===== src/hdl/rbrd_pkg.sv =====
`timescale 1ns / 1ps
package rbrd_pkg;

  localparam int MAX_PLANES  = 8;
  localparam int BYTE_W      = 8;
  localparam int ROW_W       = 7;
  localparam int PLANE_CNT_W = 4;
  localparam int PLANE_W     = 3;
  localparam int COUNT_W     = 7;
  localparam int COLUMN_W    = 6;
  localparam int GROUP_W     = 64;
  localparam int RUN_W       = 8;
  localparam int CFG_IDX_W   = 2;

  // configuration register indexes
  localparam logic [CFG_IDX_W-1:0] REG_ROW_BYTES   = 2'd0;
  localparam logic [CFG_IDX_W-1:0] REG_PLANE_COUNT = 2'd1;
  localparam logic [CFG_IDX_W-1:0] REG_RLE_ENABLE  = 2'd2;

  // packbits decode modes
  localparam logic [1:0] MODE_CMD  = 2'd0;
  localparam logic [1:0] MODE_LIT  = 2'd1;
  localparam logic [1:0] MODE_REP  = 2'd2;
  localparam logic [1:0] MODE_SKIP = 2'd3;

  localparam logic [BYTE_W-1:0] CMD_NOP = 8'd128;
  localparam logic [8:0]        REP_BASE = 9'd257;

  typedef struct packed {
    logic [BYTE_W-1:0]  data;
    logic [COUNT_W-1:0] count;
  } rbrd_req_t;

  typedef struct packed {
    logic               busy;
    logic [ROW_W-1:0]   col;
  } rbrd_stat_t;

  // bit 7-k of the plane byte goes to bit p of pixel k
  function automatic logic [GROUP_W-1:0] spread_plane(input logic [BYTE_W-1:0] b,
                                                      input logic [PLANE_W-1:0] p);
    logic [GROUP_W-1:0] g;
    g = '0;
    for (int k = 0; k < 8; k++) begin
      g[8*k] = b[7-k];
    end
    return g << p;
  endfunction

endpackage


===== src/hdl/rbrd_if.sv =====
`timescale 1ns / 1ps
interface rbrd_in_if;
  import rbrd_pkg::*;
  logic              valid;
  logic              ready;
  logic [BYTE_W-1:0] data_byte;
  modport source (output valid, output data_byte, input ready);
  modport sink (input valid, input data_byte, output ready);
endinterface

interface rbrd_out_if;
  import rbrd_pkg::*;
  logic                valid;
  logic                ready;
  logic [COLUMN_W-1:0] column;
  logic [GROUP_W-1:0]  pixel_group;
  logic                row_end;
  logic                last_of_run;
  modport source (output valid, output column, output pixel_group, output row_end,
                  output last_of_run, input ready);
  modport sink (input valid, input column, input pixel_group, input row_end,
                input last_of_run, output ready);
endinterface


===== src/hdl/rbrd_column_unit.sv =====
`timescale 1ns / 1ps
module rbrd_column_unit #(
  parameter int MAX_ROW_BYTES = 64
) (
  input  logic                            clk,
  input  logic                            rst,
  input  logic                            start,
  input  rbrd_pkg::rbrd_req_t             req,
  input  logic [rbrd_pkg::ROW_W-1:0]      rows,
  input  logic [rbrd_pkg::PLANE_CNT_W-1:0] planes,
  output rbrd_pkg::rbrd_stat_t            stat,
  rbrd_out_if.source                      pixels_out
);
  import rbrd_pkg::*;

  localparam int SLOT_W = (MAX_ROW_BYTES > 1) ? $clog2(MAX_ROW_BYTES) : 1;

  localparam logic [1:0] ST_IDLE = 2'd0;
  localparam logic [1:0] ST_RD   = 2'd1;
  localparam logic [1:0] ST_WR   = 2'd2;

  logic [1:0]         state;
  logic [BYTE_W-1:0]  bval;
  logic [COUNT_W-1:0] cnt_left;
  logic [ROW_W-1:0]   col;
  logic [PLANE_W-1:0] plane;
  logic [GROUP_W-1:0] rdata;

  logic [GROUP_W-1:0] line_mem [MAX_ROW_BYTES];

  logic                out_valid;
  logic [COLUMN_W-1:0] out_column;
  logic [GROUP_W-1:0]  out_group;
  logic                out_row_end;
  logic                out_last;

  logic [SLOT_W-1:0]  slot;
  logic               last_plane;
  logic               row_end;
  logic               emit;
  logic               wr_go;
  logic [GROUP_W-1:0] merged;

  assign slot = (col < ROW_W'(MAX_ROW_BYTES)) ? col[SLOT_W-1:0] : SLOT_W'(MAX_ROW_BYTES - 1);
  assign last_plane = ({1'b0, plane} + 4'd1) >= planes;
  assign row_end = ({1'b0, col} + 8'd1) >= {1'b0, rows};
  assign emit = last_plane;
  // a column of the last plane needs the output register free
  assign wr_go = (state == ST_WR) && (!emit || !out_valid || pixels_out.ready);
  assign merged = (plane == '0) ? spread_plane(bval, plane)
                                : (rdata | spread_plane(bval, plane));

  always_ff @(posedge clk) begin
    if (state == ST_RD) begin
      rdata <= line_mem[slot];
    end
    if (wr_go) begin
      line_mem[slot] <= merged;
    end
  end

  always_ff @(posedge clk) begin
    if (rst) begin
      state <= ST_IDLE;
      col   <= '0;
      plane <= '0;
    end else begin
      case (state)
        ST_IDLE: begin
          if (start && req.count != '0) begin
            bval     <= req.data;
            cnt_left <= req.count;
            state    <= ST_RD;
          end
        end
        ST_RD: begin
          state <= ST_WR;
        end
        ST_WR: begin
          if (wr_go) begin
            if (row_end) begin
              col   <= '0;
              plane <= last_plane ? '0 : plane + 3'd1;
            end else begin
              col <= col + 7'd1;
            end
            cnt_left <= cnt_left - 7'd1;
            state    <= (cnt_left == 7'd1) ? ST_IDLE : ST_RD;
          end
        end
        default: begin
          state <= ST_IDLE;
        end
      endcase
    end
  end

  always_ff @(posedge clk) begin
    if (rst) begin
      out_valid <= 1'b0;
    end else if (wr_go && emit) begin
      out_valid <= 1'b1;
    end else if (pixels_out.ready) begin
      out_valid <= 1'b0;
    end
  end

  always_ff @(posedge clk) begin
    if (wr_go && emit) begin
      out_column  <= col[COLUMN_W-1:0];
      out_group   <= merged;
      out_row_end <= row_end;
      out_last    <= (cnt_left == 7'd1);
    end
  end

  assign pixels_out.valid       = out_valid;
  assign pixels_out.column      = out_column;
  assign pixels_out.pixel_group = out_group;
  assign pixels_out.row_end     = out_row_end;
  assign pixels_out.last_of_run = out_last;

  assign stat.busy  = (state != ST_IDLE);
  assign stat.col   = col;

endmodule


===== src/hdl/rle_bitplane_row_decoder_top.sv =====
`timescale 1ns / 1ps
// channel     dir  payload                                         handshake
// data_in     in   data_byte[7:0]                                  valid/ready
// pixels_out  out  column[5:0] pixel_group[63:0] row_end last_of_run valid/ready
//
// a command byte or a skipped literal is only accepted; a plane byte is accepted, then
// read from the line store, then modified and written back; a repeat value byte repeats
// the one-port read then write of the line store for each of its columns.
// rst is synchronous; it clears the decoder state and loads the register defaults.
// the line store is not cleared. a full output register stalls only a column write
// of the last plane; data_in is ready whenever no column work is pending.
module rle_bitplane_row_decoder_top #(
  parameter int MAX_ROW_BYTES = 64
) (
  input  logic                          clk,
  input  logic                          rst,
  input  logic                          wr_en,
  input  logic [rbrd_pkg::CFG_IDX_W-1:0] wr_index,
  input  logic [rbrd_pkg::ROW_W-1:0]    wr_data,
  rbrd_in_if.sink                       data_in,
  rbrd_out_if.source                    pixels_out
);
  import rbrd_pkg::*;

  logic [ROW_W-1:0]       row_bytes;
  logic [PLANE_CNT_W-1:0] plane_count;
  logic                   rle_enable;

  logic [1:0]       mode, mode_next;
  logic [RUN_W-1:0] run_left, run_left_next;

  logic [ROW_W-1:0]       rows;
  logic [PLANE_CNT_W-1:0] planes;
  rbrd_req_t              req;
  rbrd_stat_t             stat;
  logic                   accept;
  logic                   start;
  logic [RUN_W-1:0]       run_dec;
  logic [ROW_W-1:0]       rem;
  logic                   lit_done;

  always_ff @(posedge clk) begin
    if (rst) begin
      row_bytes   <= 7'd40;
      plane_count <= 4'd5;
      rle_enable  <= 1'b1;
    end else if (wr_en) begin
      case (wr_index)
        REG_ROW_BYTES:   row_bytes   <= wr_data;
        REG_PLANE_COUNT: plane_count <= wr_data[PLANE_CNT_W-1:0];
        REG_RLE_ENABLE:  rle_enable  <= wr_data[0];
        default: ;
      endcase
    end
  end

  assign rows = (row_bytes == '0) ? 7'd1 :
                (row_bytes > ROW_W'(MAX_ROW_BYTES)) ? ROW_W'(MAX_ROW_BYTES) : row_bytes;
  assign planes = (plane_count == '0) ? 4'd1 :
                  (plane_count > PLANE_CNT_W'(MAX_PLANES)) ? PLANE_CNT_W'(MAX_PLANES)
                                                           : plane_count;

  assign data_in.ready = !stat.busy;
  assign accept = data_in.valid && data_in.ready;

  assign run_dec  = (run_left != '0) ? run_left - 8'd1 : run_left;
  assign rem      = (stat.col < rows) ? rows - stat.col : 7'd1;
  assign lit_done = ({1'b0, stat.col} + 8'd1) >= {1'b0, rows};

  always_comb begin
    mode_next     = mode;
    run_left_next = run_left;
    start         = 1'b0;
    req.data      = data_in.data_byte;
    req.count     = 7'd1;
    if (accept) begin
      if (!rle_enable) begin
        mode_next     = MODE_CMD;
        run_left_next = '0;
        start         = 1'b1;
      end else begin
        case (mode)
          MODE_LIT: begin
            run_left_next = run_dec;
            start         = 1'b1;
            if (run_dec == '0) begin
              mode_next = MODE_CMD;
            end else if (lit_done) begin
              mode_next = MODE_SKIP;
            end
          end
          MODE_SKIP: begin
            run_left_next = run_dec;
            if (run_dec == '0) begin
              mode_next = MODE_CMD;
            end
          end
          MODE_REP: begin
            // repeat count clamped to the columns left in the plane
            req.count     = ({1'b0, run_left} > {2'b0, rem}) ? rem : run_left[ROW_W-1:0];
            start         = 1'b1;
            mode_next     = MODE_CMD;
            run_left_next = '0;
          end
          default: begin
            if (data_in.data_byte < CMD_NOP) begin
              mode_next     = MODE_LIT;
              run_left_next = data_in.data_byte + 8'd1;
            end else if (data_in.data_byte > CMD_NOP) begin
              mode_next     = MODE_REP;
              run_left_next = RUN_W'(REP_BASE - {1'b0, data_in.data_byte});
            end
          end
        endcase
      end
    end
  end

  always_ff @(posedge clk) begin
    if (rst) begin
      mode     <= MODE_CMD;
      run_left <= '0;
    end else begin
      mode     <= mode_next;
      run_left <= run_left_next;
    end
  end

  rbrd_column_unit #(
    .MAX_ROW_BYTES(MAX_ROW_BYTES)
  ) u_column (
    .clk       (clk),
    .rst       (rst),
    .start     (start),
    .req       (req),
    .rows      (rows),
    .planes    (planes),
    .stat      (stat),
    .pixels_out(pixels_out)
  );

endmodule


===== src/flat_wrapper.sv =====
// flat-port wrapper written by rule: the top's interface ports become plain ports
module rle_bitplane_row_decoder_top_flat import rbrd_pkg::*;
#(
  parameter int MAX_ROW_BYTES = 64
)
  (clk, rst, wr_en, wr_index, wr_data, data_in_valid, data_in_data_byte, data_in_ready, pixels_out_valid, pixels_out_column, pixels_out_pixel_group, pixels_out_row_end, pixels_out_last_of_run, pixels_out_ready);
  rbrd_in_if data_in_i ();
  rbrd_out_if pixels_out_i ();
  input  logic clk;
  input  logic rst;
  input  logic wr_en;
  input  logic [rbrd_pkg::CFG_IDX_W-1:0] wr_index;
  input  logic [rbrd_pkg::ROW_W-1:0] wr_data;
  input wire logic [$bits(data_in_i.valid)-1:0] data_in_valid;
  input wire logic [$bits(data_in_i.data_byte)-1:0] data_in_data_byte;
  output wire logic [$bits(data_in_i.ready)-1:0] data_in_ready;
  output wire logic [$bits(pixels_out_i.valid)-1:0] pixels_out_valid;
  output wire logic [$bits(pixels_out_i.column)-1:0] pixels_out_column;
  output wire logic [$bits(pixels_out_i.pixel_group)-1:0] pixels_out_pixel_group;
  output wire logic [$bits(pixels_out_i.row_end)-1:0] pixels_out_row_end;
  output wire logic [$bits(pixels_out_i.last_of_run)-1:0] pixels_out_last_of_run;
  input wire logic [$bits(pixels_out_i.ready)-1:0] pixels_out_ready;
  assign data_in_i.valid = data_in_valid;
  assign data_in_i.data_byte = data_in_data_byte;
  assign data_in_ready = data_in_i.ready;
  assign pixels_out_valid = pixels_out_i.valid;
  assign pixels_out_column = pixels_out_i.column;
  assign pixels_out_pixel_group = pixels_out_i.pixel_group;
  assign pixels_out_row_end = pixels_out_i.row_end;
  assign pixels_out_last_of_run = pixels_out_i.last_of_run;
  assign pixels_out_i.ready = pixels_out_ready;
  rle_bitplane_row_decoder_top #(.MAX_ROW_BYTES(MAX_ROW_BYTES)) u_core (.clk(clk), .rst(rst), .wr_en(wr_en), .wr_index(wr_index), .wr_data(wr_data), .data_in(data_in_i), .pixels_out(pixels_out_i));
endmodule

===== config.mk =====
export PLATFORM = sky130hd
export DESIGN_NAME = rle_bitplane_row_decoder_top_flat
export DESIGN_NICKNAME = d
export VERILOG_FILES = /design/src/hdl/rbrd_pkg.sv /design/src/hdl/rbrd_if.sv /design/src/hdl/rbrd_column_unit.sv /design/src/hdl/rle_bitplane_row_decoder_top.sv /design/src/flat_wrapper.sv
export SDC_FILE = /design/constraint.sdc
export NUM_CORES = 2
export LEC_CHECK = 0
export ABC_AREA = 1
export BUFFER_PORTS_ARGS = -buffer_cell sky130_fd_sc_hd__buf_2
export CAP_MARGIN = 10
export CELL_PAD_IN_SITES_DETAIL_PLACEMENT = 0
export CELL_PAD_IN_SITES_GLOBAL_PLACEMENT = 1
export CORE_MARGIN = 5
export CORE_UTILIZATION = 30
export DETAILED_ROUTE_END_ITERATION = 12
export PLACE_DENSITY_LB_ADDON = 0.1
export SLEW_MARGIN = 5
export SYNTH_ARGS = -nofsm -noshare
export SYNTH_HDL_FRONTEND = slang
export SYNTH_HIERARCHICAL = 1
export SYNTH_SLANG_ARGS = --single-unit

===== constraint.sdc =====
create_clock -name clk -period 6.15 [get_ports clk]
set_input_delay 1.23 -clock clk [delete_from_list [all_inputs] [get_ports clk]]
set_output_delay 1.23 -clock clk [all_outputs]
set_load 0.02 [all_outputs]

# After elaboration in Yosys (flattened, before gate mapping)
# Memory sizes are Yosys's and may differ from the RTL's. A register that Yosys moved wholly into a read port is not among the register bits.
# Cells that the tools add are included.
# totals
ff_bits	122
mem_bits_rw	4096
inputBits	22
out_inout_bits	74
word_cells	122
mem_count	1
# classes
n_addsub	9
order_cmp	9
n_eq_ne	14
shifts	1
n_mux	39
n_bitwise	2
reduce_logical	32
# memory_table
memory	words	width	read_ports	rd_clocked_by_memory_dff	write_ports	line	source
u_core.u_column.line_mem	64	64	1	1	1	rbrd_column_unit.sv:29	logic [GROUP_W-1:0] line_mem [MAX_ROW_BYTES];
# op_table
op	n
two-way mux 7 bit	10
two-way mux 64 bit	1
bitwise OR 64 bit	1
<< shifter 57 x 3 -> 64 bit	1
two-way mux 8 bit	4
two-way mux 2 bit	8
one-hot mux 8 bit (2 select lines)	1
one-hot mux 7 bit (2 select lines)	1
one-hot mux 2 bit (3 select lines)	2
AND reduction 2 bit	6
adder 7 x 1 -> 8 bit (second input constant)	1
adder 8 x 1 -> 8 bit (second input constant)	1
equality test 2 bit (second input constant)	4
>= comparator 8 x 7 -> 1 bit	1
> comparator 8 x 7 -> 1 bit	1
> comparator 8 bit (second input constant)	1
zero test 8 bit	1
< comparator 8 bit (second input constant)	1
two-way mux 1 bit	8
two-way mux 4 bit	2
AND reduction 4 bit	2
nonzero test 8 bit	1
subtractor 1 x 8 -> 8 bit (first input constant)	1
subtractor 8 x 1 -> 8 bit (second input constant)	1
other kinds (31)	45

# Logic depth before layout (Yosys ltp)
# depth
depth_word	14
depth_mapped	32
mapped_depth_nobuf	31

# By module
# The synthesis kept the hierarchy.
# modules_own_cells
module	n_inst	cells_each	area_per_inst_um2	seq_area_each_um2
rbrd_column_unit	1	14063	166096.8	127792.6
rle_bitplane_row_decoder_top	1	414	2552.4	440.4

# Worst setup path before layout
# OpenSTA, ideal clock, no wires.
# synth_path
path_kind	reg-to-reg
from	register u_core.u_column.plane[1]
to	memory u_core.u_column.line_mem[10][0] (enable)
setup_time_ns	0.487
t_arrival_ns	5.280
required_time_ns	5.663
path_slack_ns	0.384
path_stages_with_launch	11
path_buffers	2
period_less_slack_ns	5.766
cell_sequence	dfxtp_1 -> clkbuf_1 -> inv_2 -> nor3_1 -> ha_1 -> a21o_1 -> o21bai_1 -> a21oi_1 -> clkbuf_1 -> nand2_1 -> nor2_1
# synth_via
elab_chain_len	8
# synth_lines
element	line	source
start: declaration	rbrd_column_unit.sv:26	logic [PLANE_W-1:0] plane;
start signal: assignment	rbrd_column_unit.sv:83	plane <= last_plane ? '0 : plane + 3'd1;
adder 3 x 1 -> 4 bit	rbrd_column_unit.sv:45	assign last_plane = ({1'b0, plane} + 4'd1) >= planes;
>= comparator 4 bit	rbrd_column_unit.sv:45	
zero test 1 bit	rbrd_column_unit.sv:49	assign wr_go = (state == ST_WR) && (!emit || !out_valid || pixels_out.ready);
logical OR 1 bit (2 in a row)	rbrd_column_unit.sv:49	
logical AND 1 bit	rbrd_column_unit.sv:49	
two-way mux 1 bit	rbrd_column_unit.sv:57	if (wr_go) begin
two-way mux 1 bit (not written as such)	rbrd_column_unit.sv:58	line_mem[slot] <= merged;
end: declaration	rbrd_column_unit.sv:29	
# No other way between the ends.

# Worst setup path after layout
# layout_path
from	register u_core.u_column.plane[2]
to	memory u_core.u_column.line_mem[26][26] (enable)
# The elaborated chain is that of the path after synthesis.

==> metrics.cfg <==
[run_status]
status = finished, final reports clean

[worst_hold_path]
min_path_type = reg -> reg
holdPathEnd = u_core/run_left[0]
worstHoldStart = u_core/run_left[0]
hold_depth = 2

[synthesis]
synth-compound-area-share_pct = 1.045
synth_area_um2 = 168600
yosysWarnings = 6
synth_ff_type = edfxtp_1
synth_area_per_cell_um2 = 11.65
synth_cell_types = 45
synth_xor_xnor_area_share_pct = 0.09867
synth_fa_ha_area_share_pct = 0.3606
yosys.area_share.simple_pct = 20.40
synthArstFlopShare_pct = 0
netlist_instances = 14480
synth_top_family_by_area = simple AND/OR/NAND/NOR gates
synth_seq_cells = 4282
synth_enable_flop_cells = 4247
ys_seq_area_share_pct = 76.04
synth_nets = 14550
synthMuxAreaShare_pct = 0

[routing]
detail_route.drc_violations = 0
drtPass1Iterations = 6
via_per_inst = 4.702
post_drt_wl_per_cell_um = 29.80
finalWirelength_um = 678000
vias = 107000
drt_iter0_markers = 10240
ant_nets = 0

[job]
maxCapViolations = 0

[pwr]
ir_drop_v = 0.0002721
powerDensity_nw_per_um2 = 317.2
p_leak_nw = 76.05
fin_total_pwr_mw = 62.24

[layout]
layout_common_cells = nand2_1, edfxtp_1, nor2_1
stdcell_area_um2 = 196200
fin_util_pct = 35.01
layout.cells.non_filler = 22750
syn2layout_area_growth_pct = 16.34
final_common_cell = nand2_1
finalNetCount = 14930
drive_gt1_share_pct = 8.440

[critical_path]
path_cells = inv_4 -> nor3_2 -> buf_4 -> ha_1 -> a21o_1 -> o21bai_1 -> a21oi_2 -> nand2_1 -> nor2_4 -> buf_4
r2r_end = u_core/u_column/line_mem[26][26]
max_stage_delay_ns = 1.20
r2r_slack_ns = 0.63
arrival_ns = 6.19
r2r_start = u_core/u_column/plane[2]
cp-start-kind = flop
worst_ep_required_time_ns = 6.82
worst_setup_path_end_kind = flop
cp_common_cell = buf_4
critical_path_class = reg -> reg
reg2regPathDepth = 10
path_delay_family = simple AND/OR/NAND/NOR gates
path_buf_inv = 3
cp_max_fo = 16
cpMaxStageDelayCell = nor2_4

[global_route]
overflow = 0
grt_antenna_before_repair = 55
grt_pass1_vias = 102800
grt_first_pass_wirelength_um = 910400
grt_max_degree = 119
grt_use_total_pct = 22.81

[floorplan]
rows = 275
core_um2 = 560500
dieArea_um2 = 577300
start_util_pct = 30.09
ios = 96
chipWidth_um = 759.8
die_h_um = 759.8

[clock_network]
cts_resized = 0
post_cts_buffers = 0
cts_buffer_depth = 4
cts_buffers = 484
holdBufCountCts = 0
cts.sink_count = 4282
root_buffer = clkbuf_16
cts_tree = done
cts_max_level = 5
clkTransAtPathRegs_ns = 0.06
clock_latency_ns = 1.06

[sta]
worst_pin_slew_ns = 1.356
hold_viol = 0
max_freq_ghz = 0.1811
fin_skew_ns = 0.1116
rsz0062_at_grt = false
period_share_pct = 89.77
fin_crit_ns = 5.521
max_slew_margin_pct = 9.373
finalSetupViolCount = 0
timing_max_transition_violations_final = 0
fin_setup_tns_ns = 0

[place]
place_congestion = 0.7787
placed_cell_area_um2 = 181300
numPortBuffers = 95
dp.cells = 21860
hpwlAfterDp_um = 360100

worst register-to-register path: stages (launching register included):
cell	delay [ns]
dfxtp_4	0.55
inv_4	0.26
nor3_2	0.18
buf_4	0.25
ha_1	0.28
a21o_1	0.18
o21bai_1	0.21
a21oi_2	0.68
nand2_1	0.80
nor2_4	1.20
buf_4	0.50
kinds of logic after synthesis:
family	after synthesis
buf+inv	789
simple gates	9033
compound gates	306
flops	4282
xor+xnor	19
fa+ha+maj	48
flip-flops by register name (all words and copies together) (netlist names), 2 cells and up:
signal                                  flops
u_core/mode                                 2
u_core/plane_count                          4
u_core/row_bytes                            7
u_core/run_left                             8
u_core/u_column/bval                        8
u_core/u_column/cnt_left                    7
u_core/u_column/col                         7
u_core/u_column/line_mem                 4096
u_core/u_column/pixels_out.column           6
u_core/u_column/pixels_out.pixel_group     64
u_core/u_column/plane                       3
u_core/u_column/rdata                      64
u_core/u_column/state                       2
synth_stat cells, types with 9 or more instances:
library cell,number,area (um^2)
ha_1,47,588.1
dfxtp_1,35,700.7
clkbuf_1,147,551.8
nand4_1,12,75.07
buf_2,397,1987
o31ai_1,9,67.56
o21ai_0,144,720.7
inv_1,212,795.8
nor3_1,15,75.07
a22oi_1,65,488.0
nand2_2,9,56.30
nand2_1,7595,28510
nand3_1,184,920.9
a21oi_1,66,330.3
xor2_1,14,122.6
nor2_1,1185,4448
buf_1,18,67.56
edfxtp_1,4247,127500
through the flow:
step           setup WS (ns)  hold WS [ns]
6_report              0.6294        0.4788
5_1_grt               0.3745        0.4736
4_1_cts               0.7664        0.3994
3_5_place_dp          0.8337        0.4741
3_3_place_gp          0.6298        0.4734
2_1_floorplan         0.3837        0.4402
metal layers:
layer,GRT usage [%],wire length (um)
met1,32.64,315500
met2,37.48,317400
met3,2.746,31770
met4,4.354,13270
met5,0,0
area by class of cell:
| cell class | count | area [um^2] |
|---|---|---|
| Inverter | 223 | 854.6 |
| Sequential cell | 4282 | 128200 |
| Clock inverter | 250 | 2053 |
| Multi-Input combinational cell | 9406 | 38140 |
| Tap cell | 7479 | 9358 |
| Clock buffer | 634 | 12820 |
| Fill cell | 55460 | 364300 |
| Timing Repair Buffer | 466 | 4725 |
| Antenna cell | 8 | 20.02 |
where the power goes:
group / internal (mW) / switching, mW / leakage, nW
clock: 15.6 / 12.2 / 7.25
combinational: 0.579 / 1.81 / 28.1
sequential: 31.9 / 0.132 / 40.7
worst max-delay path by stage:
stage | cells past startpoint | start | endpoint
after floorplan | 10 | u_core/u_column/plane[1] | u_core/u_column/line_mem[10][0]
after global placement | 30 | u_core/row_bytes[0] | u_core/u_column/cnt_left[6]
after detailed placement | 10 | u_core/u_column/plane[2] | u_core/u_column/line_mem[26][33]
after CTS | 10 | u_core/u_column/plane[2] | u_core/u_column/line_mem[26][33]
after global routing | 30 | u_core/row_bytes[0] | u_core/u_column/cnt_left[2]
final | 10 | u_core/u_column/plane[2] | u_core/u_column/line_mem[26][26]
(Power assumes the default switching activity.)
